File: src/design/rpsm_pkg.sv
// Shared types and constants for the response prefix sieve matcher.
`timescale 1ns / 1ps

package rpsm_pkg;

    localparam int NUM_PATTERNS_DEF = 16;
    localparam int PATTERN_LEN_DEF  = 16;

    localparam int BYTE_W  = 8;
    localparam int INDEX_W = 4;
    localparam int CPOS_W  = 4;
    localparam int PLEN_W  = 5;
    localparam int FUNC_W  = 3;
    localparam int NREG_W  = 5;

    // Input function codes as they arrive on s_tuser
    typedef enum logic [FUNC_W-1:0] {
        FUNC_RX_BYTE = 3'd0,
        FUNC_WR_BYTE = 3'd1,
        FUNC_SET_LEN = 3'd2,
        FUNC_ARM     = 3'd3,
        FUNC_ABORT   = 3'd4
    } func_t;

    // Command kinds after classification
    typedef enum logic [2:0] {
        KIND_RX,
        KIND_WR_BYTE,
        KIND_SET_LEN,
        KIND_ARM,
        KIND_ABORT
    } kind_t;

    // One classified command; pattern_length already saturated
    typedef struct packed {
        kind_t                     kind;
        logic [BYTE_W-1:0]         data_byte;
        logic [INDEX_W-1:0]        pattern_index;
        logic [CPOS_W-1:0]         char_pos;
        logic [PLEN_W-1:0]         pattern_length;
    } cmd_t;

endpackage

File: src/design/response_prefix_sieve_matcher_top.sv
// Throughput: one word per cycle while not full; the back end retires one command per cycle.
// Path: a word is queued at the accepting edge, then sieved into the output register
// when the back end pops it.
// A result held by m_tready low stops the back end; two more words fill the queue.
// Reset (aresetn low, synchronous) clears lengths, run state, waiting slot and the
// pattern count; pattern characters are not cleared and must be written before use.
`timescale 1ns / 1ps

module response_prefix_sieve_matcher_top #(
    parameter int NUM_PATTERNS = rpsm_pkg::NUM_PATTERNS_DEF,
    parameter int PATTERN_LEN  = rpsm_pkg::PATTERN_LEN_DEF
) (
    input  logic        aclk,
    input  logic        aresetn,
    input  logic        cfg_valid,
    output logic        cfg_ready,
    input  logic [4:0]  cfg_data,     // num_registered
    input  logic        s_tvalid,
    output logic        s_tready,
    input  logic [23:0] s_tdata,      // data_byte[7:0], pattern_index[11:8], char_pos[15:12],
                                      // pattern_length[20:16], zero pad
    input  logic [2:0]  s_tuser,      // func[2:0]
    output logic        m_tvalid,
    input  logic        m_tready,
    output logic [7:0]  m_tdata,      // match_valid[0], match_index[4:1], zero pad
    output logic [1:0]  m_tuser       // waiting_match[0], aborted_waiting[1]
);

    logic           keep;
    logic           full;
    logic           push;
    logic           q_valid;
    logic           q_pop;
    rpsm_pkg::cmd_t f_cmd;
    rpsm_pkg::cmd_t q_cmd;
    logic           match_valid;
    logic [3:0]     match_index;
    logic           waiting_match;
    logic           aborted_waiting;

    assign cfg_ready = 1'b1;
    assign s_tready  = !full;
    assign push      = s_tvalid && s_tready && keep;

    rpsm_front #(
        .NUM_PATTERNS (NUM_PATTERNS),
        .PATTERN_LEN  (PATTERN_LEN)
    ) u_front (
        .func           (s_tuser),
        .data_byte      (s_tdata[7:0]),
        .pattern_index  (s_tdata[11:8]),
        .char_pos       (s_tdata[15:12]),
        .pattern_length (s_tdata[20:16]),
        .keep           (keep),
        .cmd            (f_cmd)
    );

    rpsm_queue u_queue (
        .aclk      (aclk),
        .aresetn   (aresetn),
        .push      (push),
        .push_cmd  (f_cmd),
        .full      (full),
        .pop       (q_pop),
        .pop_valid (q_valid),
        .pop_cmd   (q_cmd)
    );

    rpsm_back #(
        .NUM_PATTERNS (NUM_PATTERNS),
        .PATTERN_LEN  (PATTERN_LEN)
    ) u_back (
        .aclk                (aclk),
        .aresetn             (aresetn),
        .cfg_we              (cfg_valid && cfg_ready),
        .cfg_num             (cfg_data),
        .cmd_valid           (q_valid),
        .cmd                 (q_cmd),
        .cmd_pop             (q_pop),
        .res_valid           (m_tvalid),
        .res_ready           (m_tready),
        .res_match_valid     (match_valid),
        .res_match_index     (match_index),
        .res_waiting_match   (waiting_match),
        .res_aborted_waiting (aborted_waiting)
    );

    assign m_tdata = {3'b000, match_index, match_valid};
    assign m_tuser = {aborted_waiting, waiting_match};

endmodule

File: src/design/rpsm_front.sv
// Front end: decodes incoming words, range-checks them and drops no-ops.
`timescale 1ns / 1ps

module rpsm_front #(
    parameter int NUM_PATTERNS = rpsm_pkg::NUM_PATTERNS_DEF,
    parameter int PATTERN_LEN  = rpsm_pkg::PATTERN_LEN_DEF
) (
    input  logic [rpsm_pkg::FUNC_W-1:0]  func,
    input  logic [rpsm_pkg::BYTE_W-1:0]  data_byte,
    input  logic [rpsm_pkg::INDEX_W-1:0] pattern_index,
    input  logic [rpsm_pkg::CPOS_W-1:0]  char_pos,
    input  logic [rpsm_pkg::PLEN_W-1:0]  pattern_length,
    output logic                         keep,
    output rpsm_pkg::cmd_t               cmd
);

    logic idx_ok;
    logic pos_ok;

    assign idx_ok = int'(pattern_index) < NUM_PATTERNS;
    assign pos_ok = int'(char_pos) < PATTERN_LEN;

    always_comb begin
        cmd.kind          = rpsm_pkg::KIND_RX;
        cmd.data_byte     = data_byte;
        cmd.pattern_index = pattern_index;
        cmd.char_pos      = char_pos;
        cmd.pattern_length = (int'(pattern_length) > PATTERN_LEN) ?
                             rpsm_pkg::PLEN_W'(PATTERN_LEN) : pattern_length;
        keep = 1'b0;
        unique case (func)
            rpsm_pkg::FUNC_RX_BYTE: begin
                cmd.kind = rpsm_pkg::KIND_RX;
                keep     = 1'b1;
            end
            rpsm_pkg::FUNC_WR_BYTE: begin
                cmd.kind = rpsm_pkg::KIND_WR_BYTE;
                keep     = idx_ok && pos_ok;
            end
            rpsm_pkg::FUNC_SET_LEN: begin
                cmd.kind = rpsm_pkg::KIND_SET_LEN;
                keep     = idx_ok;
            end
            rpsm_pkg::FUNC_ARM: begin
                cmd.kind = rpsm_pkg::KIND_ARM;
                keep     = idx_ok;
            end
            rpsm_pkg::FUNC_ABORT: begin
                cmd.kind = rpsm_pkg::KIND_ABORT;
                keep     = 1'b1;
            end
            default: begin
                keep = 1'b0;
            end
        endcase
    end

endmodule

File: src/design/rpsm_queue.sv
// Two-entry command queue between front and back end.
`timescale 1ns / 1ps

module rpsm_queue (
    input  logic           aclk,
    input  logic           aresetn,
    input  logic           push,
    input  rpsm_pkg::cmd_t push_cmd,
    output logic           full,
    input  logic           pop,
    output logic           pop_valid,
    output rpsm_pkg::cmd_t pop_cmd
);

    rpsm_pkg::cmd_t slot_reg [2];
    logic           wr_ptr_reg, wr_ptr_next;
    logic           rd_ptr_reg, rd_ptr_next;
    logic [1:0]     count_reg, count_next;

    assign full      = count_reg == 2'd2;
    assign pop_valid = count_reg != 2'd0;
    assign pop_cmd   = slot_reg[rd_ptr_reg];

    always_comb begin
        wr_ptr_next = wr_ptr_reg ^ push;
        rd_ptr_next = rd_ptr_reg ^ pop;
        count_next  = count_reg + {1'b0, push} - {1'b0, pop};
    end

    always_ff @(posedge aclk) begin
        if (!aresetn) begin
            wr_ptr_reg <= 1'b0;
            rd_ptr_reg <= 1'b0;
            count_reg  <= 2'd0;
        end else begin
            wr_ptr_reg <= wr_ptr_next;
            rd_ptr_reg <= rd_ptr_next;
            count_reg  <= count_next;
        end
    end

    always_ff @(posedge aclk) begin
        if (push) begin
            slot_reg[wr_ptr_reg] <= push_cmd;
        end
    end

endmodule

File: src/design/rpsm_back.sv
// Back end: pattern table, candidate sieve, run state and result register.
`timescale 1ns / 1ps

module rpsm_back #(
    parameter int NUM_PATTERNS = rpsm_pkg::NUM_PATTERNS_DEF,
    parameter int PATTERN_LEN  = rpsm_pkg::PATTERN_LEN_DEF
) (
    input  logic                         aclk,
    input  logic                         aresetn,
    input  logic                         cfg_we,
    input  logic [rpsm_pkg::NREG_W-1:0]  cfg_num,
    input  logic                         cmd_valid,
    input  rpsm_pkg::cmd_t               cmd,
    output logic                         cmd_pop,
    output logic                         res_valid,
    input  logic                         res_ready,
    output logic                         res_match_valid,
    output logic [rpsm_pkg::INDEX_W-1:0] res_match_index,
    output logic                         res_waiting_match,
    output logic                         res_aborted_waiting
);

    localparam int IDX_W = (NUM_PATTERNS > 1) ? $clog2(NUM_PATTERNS) : 1;
    localparam int POS_W = (PATTERN_LEN > 1) ? $clog2(PATTERN_LEN) : 1;
    localparam int LEN_W = $clog2(PATTERN_LEN + 1);

    // Pattern table: one row per character position, one byte lane per pattern
    logic [NUM_PATTERNS-1:0][7:0] mem [PATTERN_LEN];
    logic [NUM_PATTERNS-1:0][7:0] row_reg;
    logic [NUM_PATTERNS-1:0][7:0] row_use;
    logic                         fwd_hit_reg;
    logic [IDX_W-1:0]             fwd_lane_reg;
    logic [7:0]                   fwd_byte_reg;

    logic [LEN_W-1:0]            len_reg [NUM_PATTERNS];
    logic [rpsm_pkg::NREG_W-1:0] num_reg_reg;
    logic [NUM_PATTERNS-1:0]     cand_reg, cand_next;
    logic [LEN_W-1:0]            pos_reg, pos_next;
    logic                        armed_reg, armed_next;
    logic [IDX_W-1:0]            went_reg, went_next;
    logic                        wcons_reg, wcons_next;
    logic                        out_valid_reg;

    logic                        res_fire;
    logic                        r_match, r_wait, r_abort;
    logic [IDX_W-1:0]            r_index;

    logic [NUM_PATTERNS-1:0]     reg_mask, cand, fit, kept, done_vec;
    logic [LEN_W-1:0]            pos_inc;
    logic [IDX_W-1:0]            last;
    logic                        wc, wdone, single, single_done;

    logic                        wr_en;
    logic [POS_W-1:0]            wr_row, rd_row;
    logic [IDX_W-1:0]            wr_lane, cmd_lane;

    assign cmd_pop  = cmd_valid && (!out_valid_reg || res_ready);
    assign res_valid = out_valid_reg;

    assign cmd_lane = IDX_W'(cmd.pattern_index);
    assign wr_en    = cmd_pop && (cmd.kind == rpsm_pkg::KIND_WR_BYTE);
    assign wr_row   = POS_W'(cmd.char_pos);
    assign wr_lane  = cmd_lane;
    assign rd_row   = (int'(pos_next) >= PATTERN_LEN) ? '0 : POS_W'(pos_next);
    assign pos_inc  = pos_reg + LEN_W'(1);

    // Registered row with last cycle's write to the same row patched in
    always_comb begin
        row_use = row_reg;
        if (fwd_hit_reg) begin
            row_use[fwd_lane_reg] = fwd_byte_reg;
        end
    end

    // Parallel compare of every lane against the received byte
    always_comb begin
        last = '0;
        for (int i = 0; i < NUM_PATTERNS; i++) begin
            reg_mask[i] = i < int'(num_reg_reg);
            fit[i]      = (pos_reg < len_reg[i]) && (row_use[i] == cmd.data_byte);
        end
        cand = (pos_reg == '0) ? reg_mask : cand_reg;
        kept = cand & fit;
        for (int i = 0; i < NUM_PATTERNS; i++) begin
            done_vec[i] = kept[i] && (len_reg[i] == pos_inc);
            if (kept[i]) begin
                last = IDX_W'(i);
            end
        end
        single      = $onehot(kept);
        single_done = single && (|done_vec);
        wc    = ((pos_reg == '0) || wcons_reg) && armed_reg &&
                (pos_reg < len_reg[went_reg]) && (row_use[went_reg] == cmd.data_byte);
        wdone = wc && (len_reg[went_reg] == pos_inc);
    end

    always_comb begin
        cand_next  = cand_reg;
        pos_next   = pos_reg;
        armed_next = armed_reg;
        went_next  = went_reg;
        wcons_next = wcons_reg;
        res_fire   = 1'b0;
        r_match    = 1'b0;
        r_index    = '0;
        r_wait     = 1'b0;
        r_abort    = 1'b0;
        if (cmd_pop) begin
            unique case (cmd.kind)
                rpsm_pkg::KIND_RX: begin
                    if (wdone) begin
                        res_fire   = 1'b1;
                        r_match    = 1'b1;
                        r_index    = went_reg;
                        r_wait     = 1'b1;
                        armed_next = 1'b0;
                        pos_next   = '0;
                        wcons_next = 1'b1;
                    end else if (kept == '0) begin
                        pos_next   = '0;
                        wcons_next = 1'b1;
                    end else if (single_done) begin
                        res_fire   = 1'b1;
                        r_match    = 1'b1;
                        r_index    = last;
                        pos_next   = '0;
                        wcons_next = 1'b1;
                    end else begin
                        cand_next  = kept;
                        pos_next   = pos_inc;
                        wcons_next = wc;
                    end
                end
                rpsm_pkg::KIND_ARM: begin
                    if (!armed_reg) begin
                        armed_next = 1'b1;
                        went_next  = cmd_lane;
                        wcons_next = (pos_reg == '0) || cand_reg[cmd_lane];
                    end
                end
                rpsm_pkg::KIND_ABORT: begin
                    res_fire   = 1'b1;
                    r_abort    = armed_reg;
                    armed_next = 1'b0;
                    pos_next   = '0;
                    wcons_next = 1'b1;
                end
                default: begin
                end
            endcase
        end
    end

    always_ff @(posedge aclk) begin
        if (!aresetn) begin
            for (int i = 0; i < NUM_PATTERNS; i++) begin
                len_reg[i] <= '0;
            end
            num_reg_reg   <= '0;
            cand_reg      <= '0;
            pos_reg       <= '0;
            armed_reg     <= 1'b0;
            went_reg      <= '0;
            wcons_reg     <= 1'b1;
            out_valid_reg <= 1'b0;
        end else begin
            if (cfg_we) begin
                num_reg_reg <= cfg_num;
            end
            if (cmd_pop && cmd.kind == rpsm_pkg::KIND_SET_LEN) begin
                len_reg[cmd_lane] <= LEN_W'(cmd.pattern_length);
            end
            cand_reg  <= cand_next;
            pos_reg   <= pos_next;
            armed_reg <= armed_next;
            went_reg  <= went_next;
            wcons_reg <= wcons_next;
            if (res_fire) begin
                out_valid_reg <= 1'b1;
            end else if (res_ready) begin
                out_valid_reg <= 1'b0;
            end
        end
    end

    always_ff @(posedge aclk) begin
        if (res_fire) begin
            res_match_valid     <= r_match;
            res_match_index     <= rpsm_pkg::INDEX_W'(r_index);
            res_waiting_match   <= r_wait;
            res_aborted_waiting <= r_abort;
        end
    end

    // Row read for the next position; a same-cycle write to that row is held aside
    always_ff @(posedge aclk) begin
        if (wr_en) begin
            mem[wr_row][wr_lane] <= cmd.data_byte;
        end
        row_reg      <= mem[rd_row];
        fwd_hit_reg  <= wr_en && (wr_row == rd_row);
        fwd_lane_reg <= wr_lane;
        fwd_byte_reg <= cmd.data_byte;
    end

endmodule

File: config.mk
export PLATFORM = sky130hd
export DESIGN_NAME = response_prefix_sieve_matcher_top
export DESIGN_NICKNAME = d
export VERILOG_FILES = /design/src/design/rpsm_pkg.sv /design/src/design/response_prefix_sieve_matcher_top.sv /design/src/design/rpsm_front.sv /design/src/design/rpsm_queue.sv /design/src/design/rpsm_back.sv
export SDC_FILE = /design/constraint.sdc
export NUM_CORES = 2
export LEC_CHECK = 0
export BUFFER_PORTS_ARGS = -buffer_cell sky130_fd_sc_hd__buf_2
export CAP_MARGIN = 15
export CORE_UTILIZATION = 65
export DETAILED_ROUTE_END_ITERATION = 8
export HOLD_SLACK_MARGIN = 0.03
export PLACE_DENSITY = 0.81
export SLEW_MARGIN = 20
export SYNTH_ARGS = -nofsm -noshare
export SYNTH_HDL_FRONTEND = slang
export SYNTH_SLANG_ARGS = --single-unit
File: constraint.sdc
create_clock -name aclk -period 37.7 [get_ports aclk]
set_clock_uncertainty 0.05 [all_clocks]
set_input_delay 9.425 -clock aclk [delete_from_list [all_inputs] [get_ports aclk]]
set_output_delay 9.425 -clock aclk [all_outputs]
set_load 0.02 [all_outputs]
==> impl_metrics.csv <==
group,metric,value,unit
worst_setup_path,worst_path_largest_cell_delay,0.88,ns
timing,slew-limit-headroom,16.4,%
power_and_ir_drop,power.ir.vdd_worst,0.0559,mV
power_and_ir_drop,power.leakage,38.4,nW
worst_setup_path,cp.arrival,15.74,ns
cts,cts_tree,"done",
route,drt_first_pass_iters,9,
global_route,wire_length_of_the_first_global_routing_pass,401000,um
global_route,grt_pass1_vias,61400,
timing,post-route-min-period,15.04,ns
worst_setup_path,crit_buf_inv,6,
global_route,antenna_violations_before_repair,14,
synth,yosysTopAreaCell,"sky130_fd_sc_hd__edfxtp_1",
placement,io_buffer_count,42,
route,routed_wire_length,276000,um
placement,place.gp.congestion,1.02,
synth,syn_area_cell,14.5,um^2
cts,source_to_sink_clock_delay_at_the_later_pin_of_the_worst_skew_pair,0.90,ns
floorplanning,initial_utilization,65.5,%
cts,post-cts-setup-buffers,0,
floorplanning,row_count,144,
worst_setup_path,worst_path_most_repeated_cell,"sky130_fd_sc_hd__buf_4",
route,detail-route-antenna-nets,0,
global_route,globalRouteTotalUtil,34.9,%
timing,final-setup-viol-count,0,
timing,portion_of_the_clock_cycle_consumed_by_the_worst_path_in_the_final_layout,39.9,%
route,post_drt_wl_per_cell,30.2,um
floorplanning,fp.dieArea,157000,um^2
worst_setup_path,worstSetupPathType,"input port to flop",
timing,fin_setup_tns,0,ns
power_and_ir_drop,pwr-share-clk,36.6,%
finish,layout.nets,7062,
synth,synth_seq_cells,2366,
power_and_ir_drop,power_density,54.7,nW/um^2
timing,worst_pin_slew,1.25,ns
synth,syn_inst,6949,
worst_setup_path,critical_path_cell_by_cell,"buf_2 -> nand2b_1 -> o21a_1 -> inv_1 -> nor2_1 -> and2_1 -> nand4_1 -> o21a_4 -> buf_4 -> buf_12 -> buf_4 -> buf_4 -> mux2_2 -> a2111o_1 -> o32ai_1 -> nor3_1",
floorplanning,fp.coreArea,154000,um^2
worst_setup_path,kind_of_start_point_of_the_critical_path,"input port",
finish,filler_cell_count,9425,
global_route,grt_max_degree,166,
route,via_per_inst,6.92,
run_status,status,"finished, violations left",
timing,drv_slew,0,
synth,yosys_most_used_dff,"sky130_fd_sc_hd__edfxtp_1",
placement,detailedPlacementHpwl,165000,um
route,vias_after_detailed_routing,63300,
power_and_ir_drop,power.share.combinational,11.7,%
synth,seq_area_frac_synth,68.5,%
synth,synth-edff-count,2183,
worst_setup_path,cp-end-kind,"flop",
finish,layout_commonest_cell,"sky130_fd_sc_hd__edfxtp_1",
run_status,violated_checks,"DRC",
power_and_ir_drop,share_seq_of_total_power,51.6,%
power_and_ir_drop,netSwitchingPower,0.00157,W
power_and_ir_drop,p_int,0.00446,W
synth,synth-async-reset-ratio,0,%
finish,syn2layout_area_growth,9.15,%
global_route,overflow,0,
cts,clock-root-buffer,"sky130_fd_sc_hd__clkbuf_16",
floorplanning,top_level_i_o_count,50,
cts,cts_clk_pin_slew_worst_paths,0.06,ns
cts,htree_num_levels,4,
placement,place.detailed.instances,8724,
power_and_ir_drop,netSwitchingFraction,26.0,%
route,remaining_routing_drc_violations,30,
cts,cts_repair_resize_count,0,
floorplanning,dieWidth,396,um
synth,syn-cell-area,101000,um^2
timing,report.final.hold_viol_count,0,
finish,drive_above_1_share,10.4,%
flow_run,cap_violations,0,
route,drt_iter0_drc,9889,
worst_hold_path,worstHoldPathType,"flop to flop",
floorplanning,die_y,396,um
worst_setup_path,critPathMaxFanout,131,
synth,cell_types_with_the_largest_area_share_after_synthesis,"sky130_fd_sc_hd__edfxtp_1, sky130_fd_sc_hd__mux2i_1, sky130_fd_sc_hd__dfxtp_1",
synth,yosysUniqueCellTypes,96,
cts,ctsLongestPathBuffers,3,
cts,cts_buffers,219,
worst_setup_path,required,38.40,ns
cts,tritoncts_num_sinks,2366,
finish,fin_area,110000,um^2
finish,layout.cells.most_common_list,"sky130_fd_sc_hd__edfxtp_1, sky130_fd_sc_hd__nor2_1, sky130_fd_sc_hd__mux2i_1",
synth,share_of_the_synthesized_area_in_the_top_cell_type,64.9,%
worst_setup_path,path_delay_family,"buffers and inverters",
finish,finish.cell_count_without_fillers,9149,
timing,grt_setup_unrepaired,"no",
cts,ctsHoldBuffers,0,
worst_setup_path,crit_slowest_cell,"sky130_fd_sc_hd__buf_4",
finish,largest_register_ff_count,2048,
synth,yosys_warnings,0,
timing,max_clock_freq,0.0665,GHz
placement,dpl_cell_area,103000,um^2
-- cells by family after synthesis --
kind of cell	after synthesis	synth area share [%]
flip-flops	2366	68.5
AND/OR/NAND/NOR	1623	7.24
AO/OA/AOI/OAI	1140	8.69
multiplexers	920	9.72
buffers and inverters	593	2.63
XOR/XNOR	181	1.59
adder cells (fa/ha/maj)	124	1.62
other	2	0.00743
-- power by group through the flow --
| stage | registers [W] | clock network (W) | logic (W) |
|---|---|---|---|
| 5_1_grt | 0.00311 | 0.00231 | 0.000728 |
| 3_3_place_gp | 0.00317 | 0 | 0.000660 |
| 4_1_cts | 0.00311 | 0.00221 | 0.000683 |
| 3_5_place_dp | 0.00317 | 0 | 0.000681 |
| 2_1_floorplan | 0.00322 | 0 | 0.000362 |
| 6_report | 0.00311 | 0.00221 | 0.000707 |
-- stage by stage --
stage	util [%]	hold slack (ns)	setup WS (ns)	power [W]
after global placement	66.8	0.411	21.96	0.00383
final	71.5	0.447	22.66	0.00603
after floorplan	-	0.398	25.23	0.00358
after detailed placement	66.8	0.429	21.90	0.00385
after CTS	71.5	0.439	22.79	0.00601
after global routing	71.5	0.466	22.43	0.00615
-- tightest hold or removal path, cell delays in order (launching register included) --
cell and delay, ns:
sky130_fd_sc_hd__dfxtp_1 0.32, sky130_fd_sc_hd__o21ai_0 0.07, sky130_fd_sc_hd__a21oi_1 0.06
-- synthesized netlist by cell type (all sizes together), types with 23 or more instances --
library cell / number
edfxtp: 2183
nor2: 798
mux2i: 756
nor3: 343
o22a: 255
clkbuf: 234
buf: 211
o21ai: 197
nand2: 196
dfxtp: 183
xnor2: 158
o22ai: 146
inv: 141
o32ai: 136
mux2: 128
a2111o: 127
ha: 113
a21oi: 103
nand3: 67
nor4: 43
nand4: 39
mux4: 36
a211oi: 34
and3: 29
xor2: 23
-- per-layer routing --
metal / share of wire (%) / track usage [%] / vias to the layer above
li1: - / - / 26900
met1: 37 / 47.5 / 31100
met2: 45 / 52.8 / 4502
met3: 13 / 8.98 / 814
met4: 5.3 / 16.8 / 16
met5: 0.036 / 0 / -
-- layout make-up --
type | instances | area, um^2 | area share [%]
Multi-Input combinational cell | 3992 | 29400 | 26.6
Antenna cell | 7 | 17.5 | 0.0159
Sequential cell | 2366 | 69200 | 62.8
Clock buffer | 323 | 6240 | 5.66
Tap cell | 2044 | 2560 | 2.32
Timing Repair Buffer | 174 | 1260 | 1.15
Inverter | 148 | 616 | 0.558
Clock inverter | 95 | 1020 | 0.927
-- path summary, 6_finish.rpt --
path / endpoint / start / slack (ns) / depth (start not counted)
worst max-delay path: u_back.row_reg[72]$_DFF_P_ / m_tready / 22.66 / 16
worst min-delay path: u_back.cand_reg[4]$_SDFFE_PN0P_ / u_back.cand_reg[4]$_SDFFE_PN0P_ / 0.45 / 2
worst max register to register: u_back.row_reg[72]$_DFF_P_ / flop / 24.02 / 32
worst min register to register: u_back.cand_reg[4]$_SDFFE_PN0P_ / u_back.cand_reg[4]$_SDFFE_PN0P_ / 0.45 / 2
(Power assumes the default switching activity.)
